$ cat config.mk
export PLATFORM = sky130hd
export DESIGN_NAME = m68k_effective_address_unit_core
export DESIGN_NICKNAME = d
export VERILOG_FILES = /design/src/sv/m68kea_pkg.sv /design/src/sv/m68kea_front.sv /design/src/sv/m68kea_queue.sv /design/src/sv/m68kea_back.sv /design/src/sv/m68k_effective_address_unit_core.sv
export VERILOG_INCLUDE_DIRS = /design/src /design/src/sv
export SDC_FILE = /design/constraint.sdc
export NUM_CORES = 2
export LEC_CHECK = 0
export ABC_AREA = 1
export BUFFER_PORTS_ARGS = -buffer_cell sky130_fd_sc_hd__buf_2
export CORE_ASPECT_RATIO = 2
export CORE_MARGIN = 2
export CORE_UTILIZATION = 50
export DETAILED_ROUTE_END_ITERATION = 8
export PLACE_DENSITY_LB_ADDON = 0.15
export REMOVE_ABC_BUFFERS = 1
export SYNTH_ARGS = -nofsm -noshare
export SYNTH_HDL_FRONTEND = slang
export SYNTH_HIERARCHICAL = 1
export SYNTH_SLANG_ARGS = --single-unit
$ cat constraint.sdc
create_clock -name clock -period 11.8 [get_ports clock]
set_input_delay 0 -clock clock [delete_from_list [all_inputs] [get_ports clock]]
set_output_delay 0 -clock clock [all_outputs]
set_load 0.01 [all_outputs]
$ cat src/sv/m68k_effective_address_unit_core_defines.svh
// ---------------------------------------------------------------------------
// Assertion macros
// Shared concurrent assertion forms for the effective address unit.
// ---------------------------------------------------------------------------
`ifndef M68K_EFFECTIVE_ADDRESS_UNIT_CORE_DEFINES_SVH
`define M68K_EFFECTIVE_ADDRESS_UNIT_CORE_DEFINES_SVH

`define EAU_ASSERT_IMPL(label, clk, rst, ante, cons) \
   label: assert property (@(posedge clk) disable iff (rst) (ante) |-> (cons)) \
      else $error("assertion failed");

`define EAU_ASSERT_NEXT(label, clk, rst, ante, cons) \
   label: assert property (@(posedge clk) disable iff (rst) (ante) |=> (cons)) \
      else $error("assertion failed");

`endif

$ cat src/sv/m68kea_pkg.sv
// ---------------------------------------------------------------------------
// m68kea_pkg
// Types, codes and helpers for the effective address unit.
// ---------------------------------------------------------------------------
package m68kea_pkg;

   localparam int QueueDepth = 2;

   localparam logic [1:0] REQ_COMPUTE  = 2'd0;
   localparam logic [1:0] REQ_POINTER  = 2'd1;
   localparam logic [1:0] REQ_ACCESS   = 2'd2;
   localparam logic [1:0] REQ_RESERVED = 2'd3;

   localparam logic [2:0] KIND_ADDR     = 3'd0;
   localparam logic [2:0] KIND_PTR      = 3'd1;
   localparam logic [2:0] KIND_RDATA    = 3'd2;
   localparam logic [2:0] KIND_RWRITTEN = 3'd3;
   localparam logic [2:0] KIND_MEM      = 3'd4;
   localparam logic [2:0] KIND_INVALID  = 3'd5;

   typedef struct packed {
      logic [1:0]  req_type;
      logic [2:0]  ea_mode;
      logic [2:0]  ea_reg;
      logic [1:0]  op_size;
      logic        write_flag;
      logic [15:0] ext_first;
      logic [63:0] ext_rest;
      logic [31:0] pc_value;
      logic [31:0] access_address;
      logic [31:0] data_value;
   } req_type_type;

   typedef struct packed {
      logic [2:0]  result_kind;
      logic [31:0] out_address;
      logic [3:0]  ext_bytes;
      logic [31:0] out_data;
      logic [1:0]  mem_size;
      logic        mem_write;
   } rsp_type;

   typedef enum logic [2:0] {
      OP_INVALID, OP_ZERO, OP_AREG, OP_PREDEC, OP_DISP, OP_INDEX, OP_POINTER, OP_ACCESS
   } op_type;

   typedef struct packed {
      op_type      op;
      logic        clear_pend;
      logic        pc_base;
      logic [2:0]  ea_mode;
      logic [2:0]  ea_reg;
      logic [1:0]  op_size;
      logic        write_flag;
      logic [15:0] ext_first;
      logic [63:0] ext_rest;
      logic [31:0] pc_value;
      logic [31:0] access_address;
      logic [31:0] data_value;
   } cmd_type;

   function automatic logic [31:0] step_size(input logic [1:0] size, input logic [2:0] rn);
      if (size == 2'd0) return (rn == 3'd7) ? 32'd2 : 32'd1;
      return (size == 2'd1) ? 32'd2 : 32'd4;
   endfunction

endpackage

$ cat src/sv/m68kea_front.sv
// ---------------------------------------------------------------------------
// m68kea_front
// Accepts request words and classifies them into back-end commands.
// ---------------------------------------------------------------------------
module m68kea_front (
   input  logic                   clock,
   input  logic                   reset,
   input  logic                   req_valid,
   output logic                   req_stall,
   input  m68kea_pkg::req_type_type req_payload,
   output logic                   cmd_valid,
   input  logic                   cmd_stall,
   output m68kea_pkg::cmd_type    cmd_payload
);
   logic                valid_ff, valid_in;
   m68kea_pkg::cmd_type cmd_ff, cmd_in;
   m68kea_pkg::req_type_type r;

   assign r = req_payload;
   assign req_stall = valid_ff && cmd_stall;

   always_comb begin
      cmd_in = '{op: m68kea_pkg::OP_INVALID,
                 clear_pend: (r.req_type == m68kea_pkg::REQ_COMPUTE),
                 pc_base: 1'b0, ea_mode: r.ea_mode,
                 ea_reg: r.ea_reg, op_size: r.op_size, write_flag: r.write_flag,
                 ext_first: r.ext_first, ext_rest: r.ext_rest, pc_value: r.pc_value,
                 access_address: r.access_address, data_value: r.data_value};
      unique case (r.req_type)
         m68kea_pkg::REQ_COMPUTE: begin
            unique case (r.ea_mode)
               3'd0, 3'd1: cmd_in.op = m68kea_pkg::OP_ZERO;
               3'd2, 3'd3: cmd_in.op = m68kea_pkg::OP_AREG;
               3'd4: cmd_in.op = (r.op_size == 2'd3) ? m68kea_pkg::OP_INVALID
                                                     : m68kea_pkg::OP_PREDEC;
               3'd5: cmd_in.op = m68kea_pkg::OP_DISP;
               3'd6: cmd_in.op = m68kea_pkg::OP_INDEX;
               default: begin
                  cmd_in.pc_base = 1'b1;
                  if (r.ea_reg == 3'd2) cmd_in.op = m68kea_pkg::OP_DISP;
                  else if (r.ea_reg == 3'd3) cmd_in.op = m68kea_pkg::OP_INDEX;
                  else cmd_in.op = m68kea_pkg::OP_INVALID;
               end
            endcase
         end
         m68kea_pkg::REQ_POINTER: cmd_in.op = m68kea_pkg::OP_POINTER;
         m68kea_pkg::REQ_ACCESS: cmd_in.op = (r.op_size == 2'd3) ? m68kea_pkg::OP_INVALID
                                                               : m68kea_pkg::OP_ACCESS;
         m68kea_pkg::REQ_RESERVED: cmd_in.op = m68kea_pkg::OP_INVALID;
      endcase
      valid_in = valid_ff;
      if (!req_stall) valid_in = req_valid;
   end

   always_ff @(posedge clock) begin
      if (reset) valid_ff <= 1'b0;
      else valid_ff <= valid_in;
      if (!req_stall) cmd_ff <= cmd_in;
   end

   assign cmd_valid = valid_ff;
   assign cmd_payload = cmd_ff;
endmodule

$ cat src/sv/m68kea_queue.sv
// ---------------------------------------------------------------------------
// m68kea_queue
// Short command queue between the front and back ends.
// ---------------------------------------------------------------------------
module m68kea_queue #(
   parameter int Depth = m68kea_pkg::QueueDepth
) (
   input  logic                clock,
   input  logic                reset,
   input  logic                in_valid,
   output logic                in_stall,
   input  m68kea_pkg::cmd_type in_payload,
   output logic                out_valid,
   input  logic                out_stall,
   output m68kea_pkg::cmd_type out_payload
);
   localparam int AW = (Depth > 1) ? $clog2(Depth) : 1;
   m68kea_pkg::cmd_type mem [Depth];
   logic [AW-1:0] wp_ff, wp_in, rp_ff, rp_in;
   logic [AW:0]   cnt_ff, cnt_in;
   logic          push, pop;

   assign in_stall = (cnt_ff == (AW+1)'(Depth));
   assign out_valid = (cnt_ff != '0);
   assign push = in_valid && !in_stall;
   assign pop = out_valid && !out_stall;
   assign out_payload = mem[rp_ff];

   always_comb begin
      wp_in = wp_ff;
      rp_in = rp_ff;
      if (push) wp_in = (wp_ff == AW'(Depth-1)) ? '0 : wp_ff + 1'b1;
      if (pop) rp_in = (rp_ff == AW'(Depth-1)) ? '0 : rp_ff + 1'b1;
      cnt_in = cnt_ff + (AW+1)'(push) - (AW+1)'(pop);
   end

   always_ff @(posedge clock) begin
      if (reset) begin
         wp_ff <= '0;
         rp_ff <= '0;
         cnt_ff <= '0;
      end else begin
         wp_ff <= wp_in;
         rp_ff <= rp_in;
         cnt_ff <= cnt_in;
      end
      if (push) mem[wp_ff] <= in_payload;
   end
endmodule

$ cat src/sv/m68kea_back.sv
// ---------------------------------------------------------------------------
// m68kea_back
// Register file, address arithmetic and the result register.
// ---------------------------------------------------------------------------
module m68kea_back (
   input  logic                clock,
   input  logic                reset,
   input  logic                cmd_valid,
   output logic                cmd_stall,
   input  m68kea_pkg::cmd_type cmd_payload,
   output logic                rsp_valid,
   input  logic                rsp_stall,
   output m68kea_pkg::rsp_type rsp_payload
);
   logic [31:0] dreg_ff [8];
   logic [31:0] areg_ff [8];
   logic        pend_ff, pend_in;
   logic [31:0] addend_ff, addend_in;
   logic [3:0]  pbytes_ff, pbytes_in;
   logic        valid_ff, valid_in;
   m68kea_pkg::rsp_type rsp_ff, rsp_in;
   logic        go;
   logic        dwe, awe;
   logic [31:0] wval;
   logic [2:0]  wn;
   m68kea_pkg::cmd_type c;

   logic [15:0] w [5];
   logic [31:0] areg, base, idxv, bd, od, b, idx, ptr, rv, mask, stp;
   logic [2:0]  xn, iis;
   logic [1:0]  bdsz;
   logic [2:0]  pos;
   logic        isup, post;

   assign c = cmd_payload;
   assign cmd_stall = valid_ff && rsp_stall;
   assign go = cmd_valid && !cmd_stall;

   always_comb begin
      w[0] = c.ext_first;
      w[1] = c.ext_rest[63:48];
      w[2] = c.ext_rest[47:32];
      w[3] = c.ext_rest[31:16];
      w[4] = c.ext_rest[15:0];
      areg = areg_ff[c.ea_reg];
      base = c.pc_base ? c.pc_value : areg;
      stp = m68kea_pkg::step_size(c.op_size, c.ea_reg);
      xn = c.ext_first[14:12];
      idxv = c.ext_first[15] ? areg_ff[xn] : dreg_ff[xn];
      if (!c.ext_first[11]) idxv = {{16{idxv[15]}}, idxv[15:0]};
      idxv = idxv << c.ext_first[10:9];
      bdsz = c.ext_first[5:4];
      iis = c.ext_first[2:0];
      isup = c.ext_first[6];
      post = iis[2];
      pos = 3'd1;
      bd = '0;
      if (bdsz == 2'd2) begin
         bd = {{16{w[1][15]}}, w[1]};
         pos = 3'd2;
      end else if (bdsz == 2'd3) begin
         bd = {w[1], w[2]};
         pos = 3'd3;
      end
      od = '0;
      if (iis[1:0] == 2'd2) od = {{16{w[pos][15]}}, w[pos]};
      else if (iis[1:0] == 2'd3) od = {w[pos], w[3'(pos + 3'd1)]};
      b = c.ext_first[7] ? 32'd0 : base;
      idx = isup ? 32'd0 : idxv;
      ptr = b + bd + (post ? 32'd0 : idx);
      mask = (c.op_size == 2'd0) ? 32'hFF : (c.op_size == 2'd1) ? 32'hFFFF : 32'hFFFFFFFF;
      rv = (c.ea_mode == 3'd0) ? dreg_ff[c.ea_reg] : areg;
      wval = (rv & ~mask) | (c.data_value & mask);
      wn = c.ea_reg;
      dwe = 1'b0;
      awe = 1'b0;

      rsp_in = '{result_kind: m68kea_pkg::KIND_INVALID, default: '0};
      pend_in = pend_ff;
      addend_in = addend_ff;
      pbytes_in = pbytes_ff;
      if (c.clear_pend) begin
         pend_in = 1'b0;
         addend_in = '0;
         pbytes_in = '0;
      end
      unique case (c.op)
         m68kea_pkg::OP_ZERO: rsp_in.result_kind = m68kea_pkg::KIND_ADDR;
         m68kea_pkg::OP_AREG: begin
            rsp_in.result_kind = m68kea_pkg::KIND_ADDR;
            rsp_in.out_address = areg;
         end
         m68kea_pkg::OP_PREDEC: begin
            rsp_in.result_kind = m68kea_pkg::KIND_ADDR;
            rsp_in.out_address = areg - stp;
         end
         m68kea_pkg::OP_DISP: begin
            rsp_in.result_kind = m68kea_pkg::KIND_ADDR;
            rsp_in.out_address = base + {{16{w[0][15]}}, w[0]};
            rsp_in.ext_bytes = 4'd2;
         end
         m68kea_pkg::OP_INDEX: begin
            if (!c.ext_first[8]) begin
               rsp_in.result_kind = m68kea_pkg::KIND_ADDR;
               rsp_in.out_address = base + idxv + {{24{w[0][7]}}, w[0][7:0]};
               rsp_in.ext_bytes = 4'd2;
            end else if (bdsz == 2'd0 || (isup && iis[2]) || (!isup && iis == 3'd4)) begin
               rsp_in.result_kind = m68kea_pkg::KIND_INVALID;
            end else if (iis == 3'd0) begin
               rsp_in.result_kind = m68kea_pkg::KIND_ADDR;
               rsp_in.out_address = b + bd + idx;
               rsp_in.ext_bytes = {pos, 1'b0};
            end else begin
               rsp_in.result_kind = m68kea_pkg::KIND_PTR;
               rsp_in.out_address = ptr;
               rsp_in.ext_bytes = {pos + {1'b0, iis[1:0] == 2'd3, iis[1:0] == 2'd2}, 1'b0};
               pend_in = 1'b1;
               addend_in = od + (post ? idx : 32'd0);
               pbytes_in = rsp_in.ext_bytes;
            end
         end
         m68kea_pkg::OP_POINTER: begin
            if (pend_ff) begin
               rsp_in.result_kind = m68kea_pkg::KIND_ADDR;
               rsp_in.out_address = c.data_value + addend_ff;
               rsp_in.ext_bytes = pbytes_ff;
               pend_in = 1'b0;
               addend_in = '0;
               pbytes_in = '0;
            end
         end
         m68kea_pkg::OP_ACCESS: begin
            if (c.ea_mode == 3'd0 || c.ea_mode == 3'd1) begin
               if (c.write_flag) begin
                  rsp_in.result_kind = m68kea_pkg::KIND_RWRITTEN;
                  dwe = (c.ea_mode == 3'd0);
                  awe = (c.ea_mode == 3'd1);
               end else begin
                  rsp_in.result_kind = m68kea_pkg::KIND_RDATA;
                  rsp_in.out_data = rv & mask;
               end
            end else begin
               rsp_in.result_kind = m68kea_pkg::KIND_MEM;
               rsp_in.out_address = c.access_address;
               rsp_in.out_data = c.write_flag ? c.data_value : 32'd0;
               rsp_in.mem_size = c.op_size;
               rsp_in.mem_write = c.write_flag;
               if (c.ea_mode == 3'd4) begin
                  awe = 1'b1;
                  wval = areg - stp;
               end else if (c.ea_mode == 3'd3) begin
                  awe = 1'b1;
                  wval = areg + stp;
               end
            end
         end
         default: rsp_in.result_kind = m68kea_pkg::KIND_INVALID;
      endcase
      valid_in = valid_ff;
      if (!cmd_stall) valid_in = cmd_valid;
   end

   always_ff @(posedge clock) begin
      if (reset) begin
         valid_ff <= 1'b0;
         pend_ff <= 1'b0;
         addend_ff <= '0;
         pbytes_ff <= '0;
         for (int i = 0; i < 8; i++) begin
            dreg_ff[i] <= '0;
            areg_ff[i] <= '0;
         end
      end else begin
         valid_ff <= valid_in;
         if (go) begin
            pend_ff <= pend_in;
            addend_ff <= addend_in;
            pbytes_ff <= pbytes_in;
         end
         if (go && dwe) dreg_ff[wn] <= wval;
         if (go && awe) areg_ff[wn] <= wval;
      end
      if (!cmd_stall) rsp_ff <= rsp_in;
   end

   assign rsp_valid = valid_ff;
   assign rsp_payload = rsp_ff;
endmodule

$ cat src/sv/m68k_effective_address_unit_core.sv
// ---------------------------------------------------------------------------
// m68k_effective_address_unit_core
// 68020 effective address unit with D0-D7/A0-A7 register file.
// ---------------------------------------------------------------------------
// One request word per cycle is accepted unless req_stall is high, and each
// yields one response word. The path holds a classify register, a short
// command queue and the result register after the address adders and the
// register file; register updates land when the command leaves the queue, so
// back-to-back requests see earlier writes.
`include "m68k_effective_address_unit_core_defines.svh"
module m68k_effective_address_unit_core #(
   parameter int QueueDepth = m68kea_pkg::QueueDepth
) (
   input  logic                     clock,
   input  logic                     reset,
   input  logic                     req_valid,
   output logic                     req_stall,
   input  m68kea_pkg::req_type_type req_payload,
   output logic                     rsp_valid,
   input  logic                     rsp_stall,
   output m68kea_pkg::rsp_type      rsp_payload
);
   logic f_valid, f_stall, q_valid, q_stall;
   m68kea_pkg::cmd_type f_cmd, q_cmd;

   m68kea_front u_front (.clock, .reset, .req_valid, .req_stall, .req_payload,
      .cmd_valid(f_valid), .cmd_stall(f_stall), .cmd_payload(f_cmd));
   m68kea_queue #(.Depth(QueueDepth)) u_queue (.clock, .reset,
      .in_valid(f_valid), .in_stall(f_stall), .in_payload(f_cmd),
      .out_valid(q_valid), .out_stall(q_stall), .out_payload(q_cmd));
   m68kea_back u_back (.clock, .reset, .cmd_valid(q_valid), .cmd_stall(q_stall),
      .cmd_payload(q_cmd), .rsp_valid, .rsp_stall, .rsp_payload);

   `EAU_ASSERT_NEXT(a_rsp_hold, clock, reset, rsp_valid && rsp_stall, rsp_valid && $stable(rsp_payload))
   `EAU_ASSERT_IMPL(a_kind_range, clock, reset, rsp_valid, rsp_payload.result_kind <= m68kea_pkg::KIND_INVALID)
   `EAU_ASSERT_IMPL(a_q_flow, clock, reset, q_valid && !q_stall, !(rsp_valid && rsp_stall))
endmodule
==> flow_summary.ini <==
[global_routing]
grt_pass1_wl_um = 469000
grt_max_degree = 120
overflow = 0
grt_usage = 0.466
antenna_found_initial = 31
grt_pass1_vias = 64400

[synth]
synthFlopType = edfxtp_1
syn_area_mm2 = 0.0704
synth_cells = 7598
ys_ff_latch = 1200
netlist-cell-type-count = 78
ys_async_sr_fraction = 0
yosysSeqAreaShare = 0.506
synth_warnings = 6
synth_enable_flop_cells = 1156
syn_avg_cell_area_um2 = 9.26

[sta]
hold_viol_final = 0
fmax_mhz = 105
slew_headroom = -0.0616
worst_slew_pin_slew_ns = 1.58
finalCriticalPeriod_ns = 9.48
fin_skew_ns = 0.0861
rsz0062_at_grt = no
fin_setup_tns_ns = 0
slew_viol_final = 3
finalSetupViolCount = 0
finalCritPeriodShare = 0.804

[job]
maxCapViolCount = 2

[detailed_routing]
firstDrtPassIters = 9
dr.first_iter.drc_count = 8077
via_per_inst = 6.46
drcViolationCount = 0
ant_nets = 0
vias = 65000
wl_um = 341000
wl_per_cell_um = 33.9

[outcome]
status = finished with violations
violations = capacitance limit, slew limit

[power_and_ir_drop]
powerDensity_mw_per_mm2 = 275
vdd.ir_drop.worst_v = 0.000197
p_leak_nw = 32.2

[placement]
placed_cell_area_mm2 = 0.0735
gp_congestion = 1.08
place_hpwl_um = 249000
numPortBuffers = 266

[floorplanning]
core_mm2 = 0.140
ios = 267
die_height_um = 535
die-area_mm2 = 0.144
die_w_um = 269
start_util = 0.503
rows = 194

[layout]
layout.nets = 8550
final_area_mm2 = 0.0808
final_cell_mix = nand2_1, edfxtp_1, nor2_1, inv_1, o21ai_0
drive_above_1_share = 0.124
final_common_cell = nand2_1
syn2layout_area_growth_pct = 14.9

[critical_path]
cp_common_cell = nand2_1
ff2ff_setup_slack_ns = 2.32
crit_path_start_kind = register
cpLargestDelayFamily = compound AO/OA/AOI/OAI gates
critPathArrivalTime_ns = 9.92
critPathKind = register to register
end_kind = register
critPathRequiredTime_ns = 12.23
cp_slowest_cell = o21ai_0
critPathBufInv = 3
cpPeakStageDelay_ns = 0.99
critPathMaxFanout = 21

[clock_tree]
cts_buffers = 101
cts_buffer_depth = 3
cts_setup_buffers = 0
cts_tree = done
cts_htree_levels = 3
cts.sinks = 1200
root_buffer = clkbuf_16
clkTransAtPathRegs_ns = 0.08
clk_latency_ns = 0.82

[worst_hold_path]
hold_class = input port to register
timing repair:
action	4_1_cts	5_1_grt
endpoints found under the hold margin	212	12
gates resized for setup	0	0
hold buffers	358	12
worst reg2reg max path, delay by kind of cell, from the launching register on:
family,cells,cell delay (ns)
and+or+nand+nor,13,2.93
buffers and inverters,3,1.14
xor gates and xnor gates,1,0.14
adders and majority gates,2,0.77
DFF,1,0.49
muxes,1,0.48
AOI/OAI and AO/OA,10,3.19
power by group:
| part | internal, mW | leakage, nW | switching (mW) |
|---|---|---|---|
| sequential | 5.16 | 12.0 | 0.239 |
| combinational | 3.56 | 18.5 | 9.60 |
| clock | 1.96 | 1.69 | 1.69 |
| total | 10.7 | 32.2 | 11.5 |
per-layer routing:
layer | track usage | up-vias | wire, µm
li1 | - | 27600 | -
met1 | 0.431 | 30800 | 98100
met2 | 0.778 | 4726 | 161000
met3 | 0.125 | 1893 | 32300
met4 | 0.540 | 20 | 49800
met5 | 0 | - | 128
synthesized netlist by cell type, types with 30 or more instances:
cell / number / area, µm²
nand4_1: 59 / 369
o21ai_0: 664 / 3320
clkbuf_1: 244 / 916
mux2_2: 90 / 1010
fa_1: 40 / 801
dfxtp_1: 44 / 881
nor2_2: 46 / 288
xor2_1: 70 / 613
inv_1: 680 / 2550
a22oi_1: 31 / 233
a21o_1: 30 / 225
o22ai_1: 77 / 482
o221ai_1: 54 / 473
nand2_1: 1259 / 4730
ha_1: 219 / 2740
a31oi_1: 37 / 231
nand2_2: 34 / 213
a221oi_1: 56 / 490
buf_6: 32 / 360
mux2_4: 100 / 1500
nor3_1: 45 / 225
o211ai_1: 106 / 796
nor2_1: 946 / 3550
buf_1: 44 / 165
a21oi_1: 608 / 3040
edfxtp_1: 1156 / 34700
nand3_1: 353 / 1770
or2_2: 40 / 250
buf_2: 57 / 285
final timing paths:
| kind | startpoint | endpoint | cells after the start |
|---|---|---|---|
| max reg2reg | register | u_back/rsp_payload[57]$_DFFE_PN_ | 30 |
| min | req_payload[143] | u_front/cmd_payload[143]$_DFFE_PN_ | 2 |
| max | register | u_back/rsp_payload[57]$_DFFE_PN_ | 30 |
| min reg2reg | u_front/cmd_payload[69]$_DFFE_PN_ | u_queue/mem[0][69]$_DFFE_PP_ | 0 |
sequential cells by signal, summed over array words and instances (netlist names), named ones only:
| signal | count |
|---|---|
| u_queue/cnt_ff | 2 |
| u_back/pend_ff | 1 |
| u_queue/wp_ff | 1 |
| u_back/dreg_ff | 256 |
| u_back/pbytes_ff | 4 |
| u_queue/mem | 380 |
| u_back/areg_ff | 256 |
| u_front/cmd_payload | 190 |
| u_back/addend_ff | 32 |
| u_queue/rp_ff | 1 |
| u_back/rsp_payload | 74 |
| u_front/cmd_valid | 1 |
| u_back/rsp_valid | 1 |
cells by family (layout without fill, tap and decap cells):
group	after synthesis	after routing	share of synthesized area
XOR/XNOR	93	93	0.0116
flip-flops	1200	1200	0.506
buffers and inverters	1107	1689	0.0645
multiplexers	214	214	0.0392
adder cells (fa/ha/maj)	259	259	0.0503
AO/OA/AOI/OAI	1858	1858	0.155
other	0	21	0
AND/OR/NAND/NOR	2867	2867	0.174
area by class of cell:
| cell class | count | area, µm² |
|---|---|---|
| Fill cell | 12100 | 59000 |
| Clock buffer | 119 | 2590 |
| Inverter | 712 | 2690 |
| Sequential cell | 1200 | 35600 |
| Clock inverter | 64 | 937 |
| Antenna cell | 21 | 52.6 |
| Multi-Input combinational cell | 5291 | 30400 |
| Timing Repair Buffer | 794 | 6270 |
| Tap cell | 1862 | 2330 |
metrics by stage:
| step | util | total power [mW] | setup WS [ns] | hold WS, ns | cells |
|---|---|---|---|---|---|
| 2_1_floorplan | - | 12.9 | -3.15 | 0.0691 | 7203 |
| 3_3_place_gp | 0.526 | 17.8 | 2.84 | 0.176 | 9488 |
| 3_5_place_dp | 0.526 | 17.8 | 2.90 | 0.178 | 9488 |
| 4_1_cts | 0.577 | 21.5 | 2.87 | 0.000400 | 10000 |
| 5_1_grt | 0.578 | 22.9 | 2.35 | 0.00328 | 10000 |
| 6_report | 0.578 | 22.2 | 2.32 | 0.0218 | 10100 |
Note: power is estimated with default switching activity, not from simulation.
